`src/tpht_pkg.sv`:
```
`timescale 1ns / 1ps

package tpht_pkg;

   // Field widths of one pose and of its keys.
   localparam int WORD_W     = 32;
   localparam int NS_W       = 63;
   localparam int KEY_W      = 54;
   localparam int POSE_WORDS = 7;

   // Microsecond key: the nanosecond time divided by this constant.
   localparam int DIV_CONST  = 1000;
   localparam int DIGIT_W    = 4;
   localparam int REM_W      = 10;
   localparam int PART_W     = REM_W + DIGIT_W;
   localparam int DIVIDEND_W = 64;

   // Operation codes of a request word.
   localparam logic OP_STORE = 1'b0;
   localparam logic OP_TAKE  = 1'b1;

   typedef logic [POSE_WORDS-1:0][WORD_W-1:0] pose_type;

   typedef struct packed {
      logic              operation;
      logic [WORD_W-1:0] frame_index;
      logic [NS_W-1:0]   time_ns;
      logic [KEY_W-1:0]  query_us;
      pose_type          pose;
   } req_word_type;

   typedef struct packed {
      logic              found;
      logic [WORD_W-1:0] frame_index;
      logic [NS_W-1:0]   time_ns;
      pose_type          pose;
   } rsp_word_type;

   typedef struct packed {
      logic [NS_W-1:0]   time_ns;
      logic [WORD_W-1:0] frame_index;
      pose_type          pose;
   } entry_type;

   // Commands from the controller to the datapath.
   typedef struct packed {
      logic load;
      logic div_step;
      logic scan_read;
      logic scan_cmp;
      logic commit;
   } cmd_type;

   // Status from the datapath to the controller.
   typedef struct packed {
      logic div_last;
      logic scan_end;
      logic match;
   } stat_type;

   // Multiples of the divisor, used by the radix-16 digit step.
   function automatic logic [PART_W-1:0] div_mult(logic [DIGIT_W-1:0] k);
      return PART_W'(int'(k) * DIV_CONST);
   endfunction

endpackage

```
`src/tpht_ctrl.sv`:
```
`timescale 1ns / 1ps

module tpht_ctrl (
   input  logic              clock,
   input  logic              reset,
   input  logic              req_valid,
   input  logic              req_op,
   output logic              req_ready,
   output logic              rsp_valid,
   input  logic              rsp_ready,
   input  tpht_pkg::stat_type stat,
   output tpht_pkg::cmd_type  cmd
);
   import tpht_pkg::*;

   typedef enum logic [4:0] {
      ST_IDLE   = 5'b00001,
      ST_DIV    = 5'b00010,
      ST_SCAN   = 5'b00100,
      ST_CMP    = 5'b01000,
      ST_FINISH = 5'b10000
   } state_type;

   state_type state_ff, state_in;
   logic      rsp_valid_ff, rsp_valid_in;

   // Sequence one word: key division for a store, ring scan, then state update.
   always_comb begin
      state_in  = state_ff;
      cmd       = '0;
      req_ready = 1'b0;
      unique case (state_ff)
         ST_IDLE: begin
            req_ready = 1'b1;
            if (req_valid) begin
               cmd.load = 1'b1;
               state_in = (req_op == OP_TAKE) ? ST_SCAN : ST_DIV;
            end
         end
         ST_DIV: begin
            cmd.div_step = 1'b1;
            if (stat.div_last) begin
               state_in = ST_SCAN;
            end
         end
         ST_SCAN: begin
            if (stat.scan_end) begin
               state_in = ST_FINISH;
            end else begin
               cmd.scan_read = 1'b1;
               state_in      = ST_CMP;
            end
         end
         ST_CMP: begin
            cmd.scan_cmp = 1'b1;
            state_in     = stat.match ? ST_FINISH : ST_SCAN;
         end
         ST_FINISH: begin
            if (!rsp_valid_ff || rsp_ready) begin
               cmd.commit = 1'b1;
               state_in   = ST_IDLE;
            end
         end
         default: begin
            state_in = ST_IDLE;
         end
      endcase
   end

   // The result register is full from commit until the receiver takes it.
   assign rsp_valid_in = cmd.commit | (rsp_valid_ff & ~rsp_ready);
   assign rsp_valid    = rsp_valid_ff;

   always_ff @(posedge clock) begin
      if (reset) begin
         state_ff     <= ST_IDLE;
         rsp_valid_ff <= 1'b0;
      end else begin
         state_ff     <= state_in;
         rsp_valid_ff <= rsp_valid_in;
      end
   end

endmodule

```
`config.mk`:
```
export PLATFORM = sky130hd
export DESIGN_NAME = tpht_ctrl
export DESIGN_NICKNAME = d
export VERILOG_FILES = /design/src/tpht_pkg.sv /design/src/tpht_ctrl.sv
export SDC_FILE = /design/constraint.sdc
export NUM_CORES = 1
export LEC_CHECK = 0
export BUFFER_PORTS_ARGS = -buffer_cell sky130_fd_sc_hd__buf_4
export CAP_MARGIN = 20
export CORE_AREA = 2 2 39 41
export DETAILED_ROUTE_END_ITERATION = 8
export DIE_AREA = 0 0 41 43
export GPL_TIMING_DRIVEN = 1
export SLEW_MARGIN = 20
export SYNTH_ARGS = -nofsm -noshare
export SYNTH_HDL_FRONTEND = slang
export SYNTH_SLANG_ARGS = --single-unit
```
`constraint.sdc`:
```
create_clock -name clock -period 2.94 [get_ports clock]
set_input_delay 0 -clock clock [delete_from_list [all_inputs] [get_ports clock]]
set_output_delay 0 -clock clock [all_outputs]
set_load 0.01 [all_outputs]
```
[After elaboration in Yosys (flattened, before gate mapping)]
Cells that the tools add are included.
Storage, ports and cells
  bits in registers: 6
  latch bits: 0
  RAM bits: 0
  memory bits (read-only): 0
  input bits: 8
  output and inout port bits: 7
  word-level logic and storage cells: 32
  memories kept: 0
Operators by class
  add/sub/neg operators: 0
  multipliers: 0
  divide/modulo/power cells: 0
  $lt $le $gt $ge: 0
  eq/ne operators: 8
  shifts and indexed selects: 0
  multiplexer cells: 16
  bitwise logic cells: 3
  reduce and logical (&&, ||, !) cells: 3
Operators by type and width (number)
  $mux 5: 5
  $pmux 5 s5: 1
  $mux 1: 9
  $ne 2x2->1 const B: 3
  $eq 5x1->1 const B: 1
  $eq 5x2->1 const B: 1
  $eq 5x3->1 const B: 1
  $eq 5x4->1 const B: 1
  $eq 5x5->1 const B: 1
  $mux 3: 1
  $reduce_and 3->1: 1
  $and 1x1->1: 1
  $logic_not 1->1: 1
  $logic_or 1x1->1: 1
  $not 1->1: 1
  $or 1x1->1: 1

[Logic depth before layout (Yosys ltp)]
Gate-level depths: netlist of the first run.
  depth in word-level cells: 5
  depth in mapped cells: 5
  depth with buffers taken out: 5

[Worst setup path after synthesis of the first run]
No wires, ideal clock.
  path type: register to register
  from: register state_ff[1]
  to: register state_ff[2]
  setup time: 0.125 ns
  arrival time: 1.023 ns
  required time: 2.815 ns
  slack: 1.792 ns
  stages on the path, launching flop included: 5
  path buffers: 0
  clock period less this slack: 1.148 ns
  cells stage by stage: dfxtp_1 -> nor2_4 -> and4bb_4 -> a221oi_1 -> nor3b_1
Between the ends
  word-level cells in the longest chain between the ends: 3
  elaborated cells on any way between the ends: 10
  those cells by class: eq/ne (8); mux (1); reduce/logical (1)
Ends and longest elaborated chain
  start, declared: RTL line tpht_ctrl.sv:24  | state_type state_ff, state_in;
  start signal, assigned: RTL line tpht_ctrl.sv:79  | state_ff <= state_in;
  $eq 5x5->1, or another cell as far along: RTL line tpht_ctrl.sv:32  | unique case (state_ff)
  $ne 2x2->1 (no source line)
  $reduce_and 3->1 (no source line)
Several ways; a longest one is shown, not always the timed one.
A chain may end at the register's enable or synchronous reset.

==> impl_metrics.env, run 1 <==
export IMPL_die_x_um=41
export IMPL_drv_cap=0
export IMPL_syn2layout_area_growth_pct=44.7
export IMPL_hold_violations=0
export IMPL_gp_congestion=0.805
export IMPL_numCtsBuffers=3
export IMPL_antenna_found_initial=0
export IMPL_rrSetupSlack_ps=1690
export IMPL_placed_area_sq_um=500
export IMPL_clkSlewWorstSetupHoldPaths_ps=50
export IMPL_synth_cell_types=23
export IMPL_nFillCells=148
export IMPL_start_util_pct=27.1
export IMPL_io_pins=15
export IMPL_grt_max_degree=8
export IMPL_crit_path_end="cmd[4]"
export IMPL_worstMarginPinSlew_ps=269
export IMPL_wl_per_cell_um=10.9
export IMPL_fin_area_sq_um=543
export IMPL_min_delay_start="stat[0]"
export IMPL_hpwl_um=672
export IMPL_rsz0062_at_grt="false"
export IMPL_cts_setup_buffers=0
export IMPL_route_vias_total=373
export IMPL_cts_tree="yes"
export IMPL_coreArea_sq_um=1380
export IMPL_path_max_fanout=7
export IMPL_syn_area_sq_um=375
export IMPL_wl_um=828
export IMPL_grt_usage_pct=11.6
export IMPL_holdBufCountCts=2
export IMPL_final_max_slew_viol_count=0
export IMPL_fin_cells=76
export IMPL_end_kind="output port"
export IMPL_fin_skew_ps=9.19
export IMPL_remaining_drc_errors=0
export IMPL_overflow=0
export IMPL_ir_drop_v=0.000142
export IMPL_antenna_left=0
export IMPL_antenna_cells=0
export IMPL_min_path_type="in -> reg"
export IMPL_ff2ff_path_depth=4
export IMPL_cts_sinks=6
export IMPL_drt_iter0_drc=3
export IMPL_r2r_end="state_ff[2]"
export IMPL_clock_path_buffers=2
export IMPL_crit_type="reg -> out"
export IMPL_leakage_nw=0.241
export IMPL_dieArea_sq_um=1760
export IMPL_min_period_over_period_pct=45.0
export IMPL_layout_drive_gt1_share_pct=40.0
export IMPL_worstPathArrival_ps=1320
export IMPL_ys_warn_count=0
export IMPL_dr_pass1_iters=4
export IMPL_startpoint="state_ff[1]"
export IMPL_synth_seq_cells=6
export IMPL_cts_resized_gates=0
export IMPL_status="finished, final reports clean"
export IMPL_rr_startpoint="state_ff[2]"
export IMPL_rows=14
export IMPL_die_y_um=43
export IMPL_synth_cells=41
export IMPL_place_ws_ps=1700
export IMPL_grt_pass1_vias=315
export IMPL_final_min_clock_period_ps=1320
export IMPL_avgSynthCellArea_sq_um=9.16
export IMPL_synth_flop_cell="dfxtp_1"
export IMPL_fin_nets=70
export IMPL_dpl_cell_count=71
export IMPL_seq_area_frac_synth_pct=32.0
export IMPL_synth_nets=49
export IMPL_cp_data_required_time_ps=2940
export IMPL_fin_ws_ps=1620
export IMPL_maxSlewHeadroom_pct=82.0
export IMPL_finalSetupViolations=0
export IMPL_clock_latency_ps=250
export IMPL_htreeDepth=1
export IMPL_cts_root_buf="clkbuf_4"
export IMPL_async_flop_share_pct=0
export IMPL_synth_edf_count=0
export IMPL_setup_tns_ps=0
export IMPL_io_buffers=14
export IMPL_grt_pass1_wl_um=1300
export IMPL_avgViaCountPerCell=4.91
export IMPL_critPathLaunchType="register"
export IMPL_p_per_area_nw_per_um2=399
export IMPL_max_freq_mhz=755
==> layer usage <==
layer,vias up,wire length (um),GRT usage (%)
met5,-,0,0
met4,0,16,8.00
met3,2,81,6.28
met2,17,348,15.9
met1,162,381,12.9
li1,192,-,-
==> cells in the mapped netlist, types with 2 or more instances <==
| cell | count | share of area, % |
|---|---|---|
| dfxtp_1 | 6 | 32 |
| inv_1 | 4 | 4.0 |
| nor2_1 | 4 | 4.0 |
| a31oi_1 | 3 | 5.0 |
| nand3b_1 | 3 | 6.0 |
| and4bb_4 | 2 | 8.7 |
| nand2_1 | 2 | 2.0 |
| nand4b_1 | 2 | 4.7 |
==> flip-flops by register name, indices dropped and copies added (netlist names) <==
signal	cells
state_ff	5
rsp_valid	1
==> cell type report <==
| type | instances | area, sq um | area share (%) |
|---|---|---|---|
| clock buffers | 3 | 22.5 | 4.15 |
| inverters | 4 | 15.0 | 2.76 |
| multi-input cells | 31 | 240 | 44.2 |
| flip-flops and latches | 6 | 120 | 22.1 |
| repair buffers | 16 | 125 | 23.0 |
| well taps | 16 | 20.0 | 3.69 |
==> critical path, stage by stage, from the launching register on <==
cell      delay [ps]
dfxtp_1          360
nor2_4           190
and4bb_4         280
and2_1           130
buf_4            110
==> through the flow <==
stage	power, mW	utilization [%]	hold WS [ps]
global route	0.229	39.2	65.4
floorplan	0.119	-	47.5
global placement	0.140	36.2	196
CTS	0.220	39.2	45.4
finish	0.217	39.2	49.5
detailed placement	0.140	36.2	198
==> where the power goes <==
group | internal [mW] | switching [mW] | total [mW]
logic | 0.0285 | 0.0212 | 0.0497
registers | 0.0850 | 0.00550 | 0.0905
clock network | 0.0462 | 0.0303 | 0.0765
total | 0.160 | 0.0570 | 0.217
==> placed cells by master (no fill, tap or decap), drive strengths merged <==
| cell type | instances |
|---|---|
| buf | 14 |
| dfxtp | 6 |
| nor2 | 5 |
| inv | 4 |
| nand3b | 3 |
| a31oi | 3 |
| clkbuf | 3 |
| and4bb | 2 |
| nand4b | 2 |
| nand2 | 2 |
| dlygate4sd3 | 2 |
| o21ai | 2 |
| nor3b | 2 |
| nor3 | 1 |
| nand3 | 1 |
| nor2b | 1 |
| and2 | 1 |
| nand4 | 1 |
| a221oi | 1 |
| a21oi | 1 |
| o211a | 1 |
| xor2 | 1 |
| nor4b | 1 |
==> cell families after synthesis <==
| group | after synthesis | synth area share, % |
|---|---|---|
| AND/OR/NAND/NOR | 22 | 46.7 |
| AO/OA/AOI/OAI | 8 | 15.0 |
| flip-flops | 6 | 32.0 |
| buffers and inverters | 4 | 4.00 |
| XOR/XNOR | 1 | 2.33 |
==> how the worst min path moves through the flow <==
| stage | cells past startpoint | to |
|---|---|---|
| 5_1_grt | 3 | state_ff[4] |
| 6_report | 3 | state_ff[4] |
| 4_1_cts | 3 | state_ff[4] |
| 2_1_floorplan | 1 | cmd[2] |
| 3_5_place_dp | 2 | state_ff[3] |
| 3_3_place_gp | 2 | state_ff[3] |
Note: power is estimated with default switching activity, not from simulation.
==> inputs of run 2 (changes only) <==
==> constraint.sdc (replaced) <==
create_clock -name clock -period 1.3 [get_ports clock]
set_input_delay 0 -clock clock [delete_from_list [all_inputs] [get_ports clock]]
set_output_delay 0 -clock clock [all_outputs]
set_load 0.01 [all_outputs]
==> run 2 against run 1 <==
Net effect: critical endpoint unchanged; total power grew 140%; via count up 6.2%; non-clock buffer count rose by 4; clock-buffer cell count stayed put; register-to-register slack worse by 1600 ps; core utilization grew 3.6 points.
==> impl_metrics.env, run 2 (synthesis gave the netlist of run 1 again) <==
export IMPL_status="finished, final reports clean"
export IMPL_clock_path_buffers=2
export IMPL_io_pins=15
export IMPL_route_vias_total=396
export IMPL_final_max_slew_viol_count=0
export IMPL_critPathLaunchType="register"
export IMPL_setup_tns_ps=0
export IMPL_crit_type="reg -> out"
export IMPL_power_share_combinational_pct=26.3
export IMPL_rrSetupSlack_ps=100
export IMPL_end_kind="output port"
export IMPL_gp_congestion=0.805
export IMPL_path_max_fanout=5
export IMPL_rsz0062_at_grt="false"
export IMPL_io_buffers=14
export IMPL_grt_max_degree=8
export IMPL_p_per_area_nw_per_um2=867
export IMPL_holdPathStages=3
export IMPL_fin_nets=74
export IMPL_largest_register="state_ff"
export IMPL_dpl_cell_count=71
export IMPL_grt_pass1_vias=320
export IMPL_rows=14
export IMPL_cts_tree="yes"
export IMPL_die_x_um=41
export IMPL_antenna_left=0
export IMPL_largest_reg_flops=5
export IMPL_dieArea_sq_um=1760
export IMPL_seqPwrFrac_pct=40.1
export IMPL_power_frac_clock_pct=33.6
export IMPL_grt_pass1_wl_um=1300
export IMPL_worstPathArrival_ps=1240
export IMPL_whs_endpoint="state_ff[4]"
export IMPL_fin_cells=80
export IMPL_p_sw_mw=0.134
export IMPL_leakage_nw=0.264
export IMPL_syn2layout_area_growth_pct=58.0
export IMPL_htreeDepth=1
export IMPL_coreArea_sq_um=1380
export IMPL_min_period_over_period_pct=95.7
export IMPL_layout_commonest_cell="buf_4"
export IMPL_dr_pass1_iters=1
export IMPL_min_delay_start="stat[0]"
export IMPL_finalSetupViolations=0
export IMPL_hpwl_um=667
export IMPL_antenna_cells=0
export IMPL_swShare_pct=26.1
export IMPL_worstMarginPinSlew_ps=264
export IMPL_maxSlewHeadroom_pct=82.4
export IMPL_drv_cap=0
export IMPL_min_path_type="in -> reg"
export IMPL_cts_sinks=6
export IMPL_layout_drive_gt1_share_pct=51.6
export IMPL_overflow=0
export IMPL_numCtsBuffers=3
export IMPL_rr_startpoint="state_ff[3]"
export IMPL_fin_skew_ps=8.16
export IMPL_hold_violations=0
export IMPL_cp_data_required_time_ps=1300
export IMPL_wl_per_cell_um=11.2
export IMPL_max_freq_mhz=804
export IMPL_grt_usage_pct=11.7
export IMPL_ir_drop_v=0.000329
export IMPL_ff2ff_path_depth=4
export IMPL_remaining_drc_errors=0
export IMPL_start_util_pct=27.1
export IMPL_nFillCells=140
export IMPL_r2r_end="state_ff[1]"
export IMPL_final_min_clock_period_ps=1240
export IMPL_final_cell_mix="buf_4 (17), inv_1 (4), nor2_1 (4)"
export IMPL_drt_iter0_drc=0
export IMPL_die_y_um=43
export IMPL_antenna_found_initial=0
export IMPL_wl_um=899
export IMPL_clkSlewWorstSetupHoldPaths_ps=50
export IMPL_clock_latency_ps=250
export IMPL_avgViaCountPerCell=4.95
export IMPL_cts_root_buf="clkbuf_4"
export IMPL_internal_power_mw=0.380
==> run 2: cell count changes in the layout (fill, tap and decap cells not counted), sizes merged <==
| cell | previous run | this run |
|---|---|---|
| buf | 14 | 18 |
==> run 2: per-layer routing <==
| metal | part of all wire (%) | GRT usage (%) | up-vias |
|---|---|---|---|
| li1 | - | - | 200 |
| met2 | 48 | 16.9 | 13 |
| met3 | 7.9 | 6.28 | 2 |
| met4 | 1.8 | 8.00 | 0 |
| met5 | 0 | 0 | - |
| met1 | 42 | 12.3 | 181 |
==> run 2: layout make-up <==
cell class | instances | area, sq um | area share, %
multi-input combinational | 31 | 249 | 42.0
clock buffer | 3 | 22.5 | 3.80
sequential | 6 | 128 | 21.5
inverter | 4 | 15.0 | 2.53
tap | 16 | 20.0 | 3.38
timing repair buffer | 20 | 159 | 26.8
==> run 2: critical path, stage by stage (launching register included) <==
cell and delay [ps]:
dfxtp_4 350, nor2_4 130, and4bb_4 270, and2_4 140, buf_6 90
==> run 2: through the flow <==
| stage | power, mW | cell area, sq um | setup WS [ps] | hold slack, ps | util [%] |
|---|---|---|---|---|---|
| 3_3_place_gp | 0.317 | 500 | 52.1 | 196 | 36.2 |
| 5_1_grt | 0.546 | 593 | 5.17 | 58.0 | 42.9 |
| 4_1_cts | 0.507 | 558 | 10.7 | 45.0 | 40.3 |
| 2_1_floorplan | 0.269 | 375 | 152 | 47.5 | - |
| 3_5_place_dp | 0.316 | 500 | 62.2 | 199 | 36.2 |
| 6_report | 0.514 | 593 | 56.1 | 43.1 | 42.9 |
==> run 2: power groups by stage <==
stage	logic (mW)	clock network [mW]	registers [mW]
after floorplan	0.0637	0	0.206
after global placement	0.109	0	0.208
after detailed placement	0.108	0	0.208
after CTS	0.123	0.179	0.205
after global routing	0.148	0.191	0.207
final	0.135	0.173	0.206
==> run 2: what timing repair did <==
action	CTS	global route
hold buffers	2	0
pin swaps	1	4
buffers inserted	2	2
gates resized for setup	0	8
hold endpoints to repair	3	0
setup endpoints to repair	1	6
==> run 2: worst max path at each step <==
stage	start	end	slack, ps
after floorplan	state_ff[1]	state_ff[2]	150
after global placement	state_ff[1]	state_ff[2]	50
after detailed placement	state_ff[1]	state_ff[2]	60
after CTS	state_ff[2]	cmd[4]	10
after global routing	state_ff[4]	cmd[2]	5
final	state_ff[1]	cmd[4]	60
==> inputs of run 3 (changes only) <==
==> constraint.sdc (replaced) <==
create_clock -name clock -period 1.6 [get_ports clock]
set_input_delay 0 -clock clock [delete_from_list [all_inputs] [get_ports clock]]
set_output_delay 0 -clock clock [all_outputs]
set_load 0.01 [all_outputs]
==> run 3 against run 2 <==
Net effect: clock-buffer cell count did not move; non-clock buffer count fell by 4; hold slack improved by 12 ps; total power fell by 24%; worst setup slack improved by 230 ps; largest cell class unchanged.
==> impl_metrics.env, run 3 (synthesis gave the netlist of run 1 again) <==
export IMPL_seqCellArea_sq_um=120
export IMPL_antenna_found_initial=0
export IMPL_r2r_end="state_ff[2]"
export IMPL_layout_drive_gt1_share_pct=40.0
export IMPL_min_path_type="in -> reg"
export IMPL_multiInputGateArea_sq_um=240
export IMPL_drt_iter0_drc=2
export IMPL_largest_register="state_ff"
export IMPL_cts_resized_gates=0
export IMPL_min_delay_start="stat[0]"
export IMPL_start_util_pct=27.1
export IMPL_cts_sinks=6
export IMPL_seqPwrFrac_pct=42.3
export IMPL_end_kind="output port"
export IMPL_gp_congestion=0.808
export IMPL_route_vias_total=366
export IMPL_maxSlewHeadroom_pct=83.0
export IMPL_p_per_area_nw_per_um2=723
export IMPL_fin_nets=70
export IMPL_rows=14
export IMPL_met3_usage_pct=6.28
export IMPL_ff2ff_path_depth=4
export IMPL_dieArea_sq_um=1760
export IMPL_finalSetupViolations=0
export IMPL_internal_power_mw=0.293
export IMPL_cp_data_required_time_ps=1600
export IMPL_clkSlewWorstSetupHoldPaths_ps=50
export IMPL_fin_cells=76
export IMPL_syn2layout_area_growth_pct=44.7
export IMPL_antenna_left=0
export IMPL_antenna_cells=0
export IMPL_critPathLaunchType="register"
export IMPL_clock_latency_ps=240
export IMPL_grt_pass1_wl_um=1370
export IMPL_wl_um=835
export IMPL_worstPathArrival_ps=1310
export IMPL_avgViaCountPerCell=4.82
export IMPL_hpwl_um=688
export IMPL_p_sw_mw=0.0995
export IMPL_rrSetupSlack_ps=370
export IMPL_largest_reg_flops=5
export IMPL_worstMarginPinSlew_ps=255
export IMPL_htreeDepth=1
export IMPL_final_max_slew_viol_count=0
export IMPL_grt_max_degree=8
export IMPL_clock_path_buffers=2
export IMPL_met2_usage_pct=17.8
export IMPL_wl_per_cell_um=11.0
export IMPL_setup_tns_ps=0
export IMPL_die_y_um=43
export IMPL_placed_area_sq_um=500
export IMPL_holdBufCountCts=2
export IMPL_min_period_over_period_pct=81.8
export IMPL_rr_startpoint="state_ff[2]"
export IMPL_fin_ws_ps=291
export IMPL_status="finished, final reports clean"
export IMPL_crit_path_end="cmd[4]"
export IMPL_cts_tree="yes"
export IMPL_fin_area_sq_um=543
export IMPL_ir_drop_v=0.000318
export IMPL_gr_usage_met1_pct=13.6
export IMPL_worst_hold_slack_ps=55.5
export IMPL_path_max_fanout=7
export IMPL_place_ws_ps=354
export IMPL_final_util_pct=39.2
export IMPL_leakage_nw=0.241
export IMPL_hold_violations=0
export IMPL_dr_pass1_iters=2
export IMPL_dpl_cell_count=71
export IMPL_cts_setup_buffers=0
export IMPL_crit_type="reg -> out"
export IMPL_coreArea_sq_um=1380
export IMPL_io_buffers=14
export IMPL_final_min_clock_period_ps=1310
export IMPL_final_cell_mix="buf_4 (14), dfxtp_1 (6), inv_1 (4), nor2_1 (4)"
export IMPL_grt_pass1_vias=344
export IMPL_drv_cap=0
export IMPL_max_freq_mhz=764
export IMPL_remaining_drc_errors=0
export IMPL_overflow=0
export IMPL_startpoint="state_ff[1]"
export IMPL_rsz0062_at_grt="false"
export IMPL_power_share_combinational_pct=23.3
export IMPL_nFillCells=152
export IMPL_io_pins=15
export IMPL_p_total_mw=0.393
export IMPL_top_usage_layer="met2"
export IMPL_cts_root_buf="clkbuf_4"
export IMPL_fin_skew_ps=5.31
export IMPL_holdPathStages=3
export IMPL_layout_commonest_cell="buf_4"
export IMPL_grt_usage_pct=11.8
export IMPL_power_frac_clock_pct=34.4
export IMPL_swShare_pct=25.3
export IMPL_numCtsBuffers=3
export IMPL_die_x_um=41
[run 3: area by class of cell]
class	instances	area share, %
sequential	6	22.1
inverter	4	2.76
clock buffer	3	4.15
multi-input combinational	31	44.2
tap	16	3.69
timing repair buffer	16	23.0
[run 3: worst min-delay path by stage]
stage	endpoint
floorplan	cmd[2]
global placement	state_ff[3]
detailed placement	state_ff[4]
CTS	state_ff[4]
global route	state_ff[4]
finish	state_ff[4]
[run 3: worst max-delay path: stages (launching register included)]
cell      delay [ps]
dfxtp_1          360
nor2_4           190
and4bb_4         280
and2_1           130
buf_4            110
[run 3: power by group through the flow]
stage	clock [mW]	combinational, mW	sequential (mW)
4_1_cts	0.141	0.0924	0.166
3_5_place_dp	0	0.0882	0.169
6_report	0.135	0.0914	0.166
5_1_grt	0.152	0.101	0.167
3_3_place_gp	0	0.0889	0.169
2_1_floorplan	0	0.0518	0.167
[run 3: routing by layer]
layer | vias up | share of wire (%)
li1 | 191 | -
met1 | 163 | 49
met2 | 12 | 45
met3 | 0 | 6.6
met4 | 0 | 0
met5 | - | 0
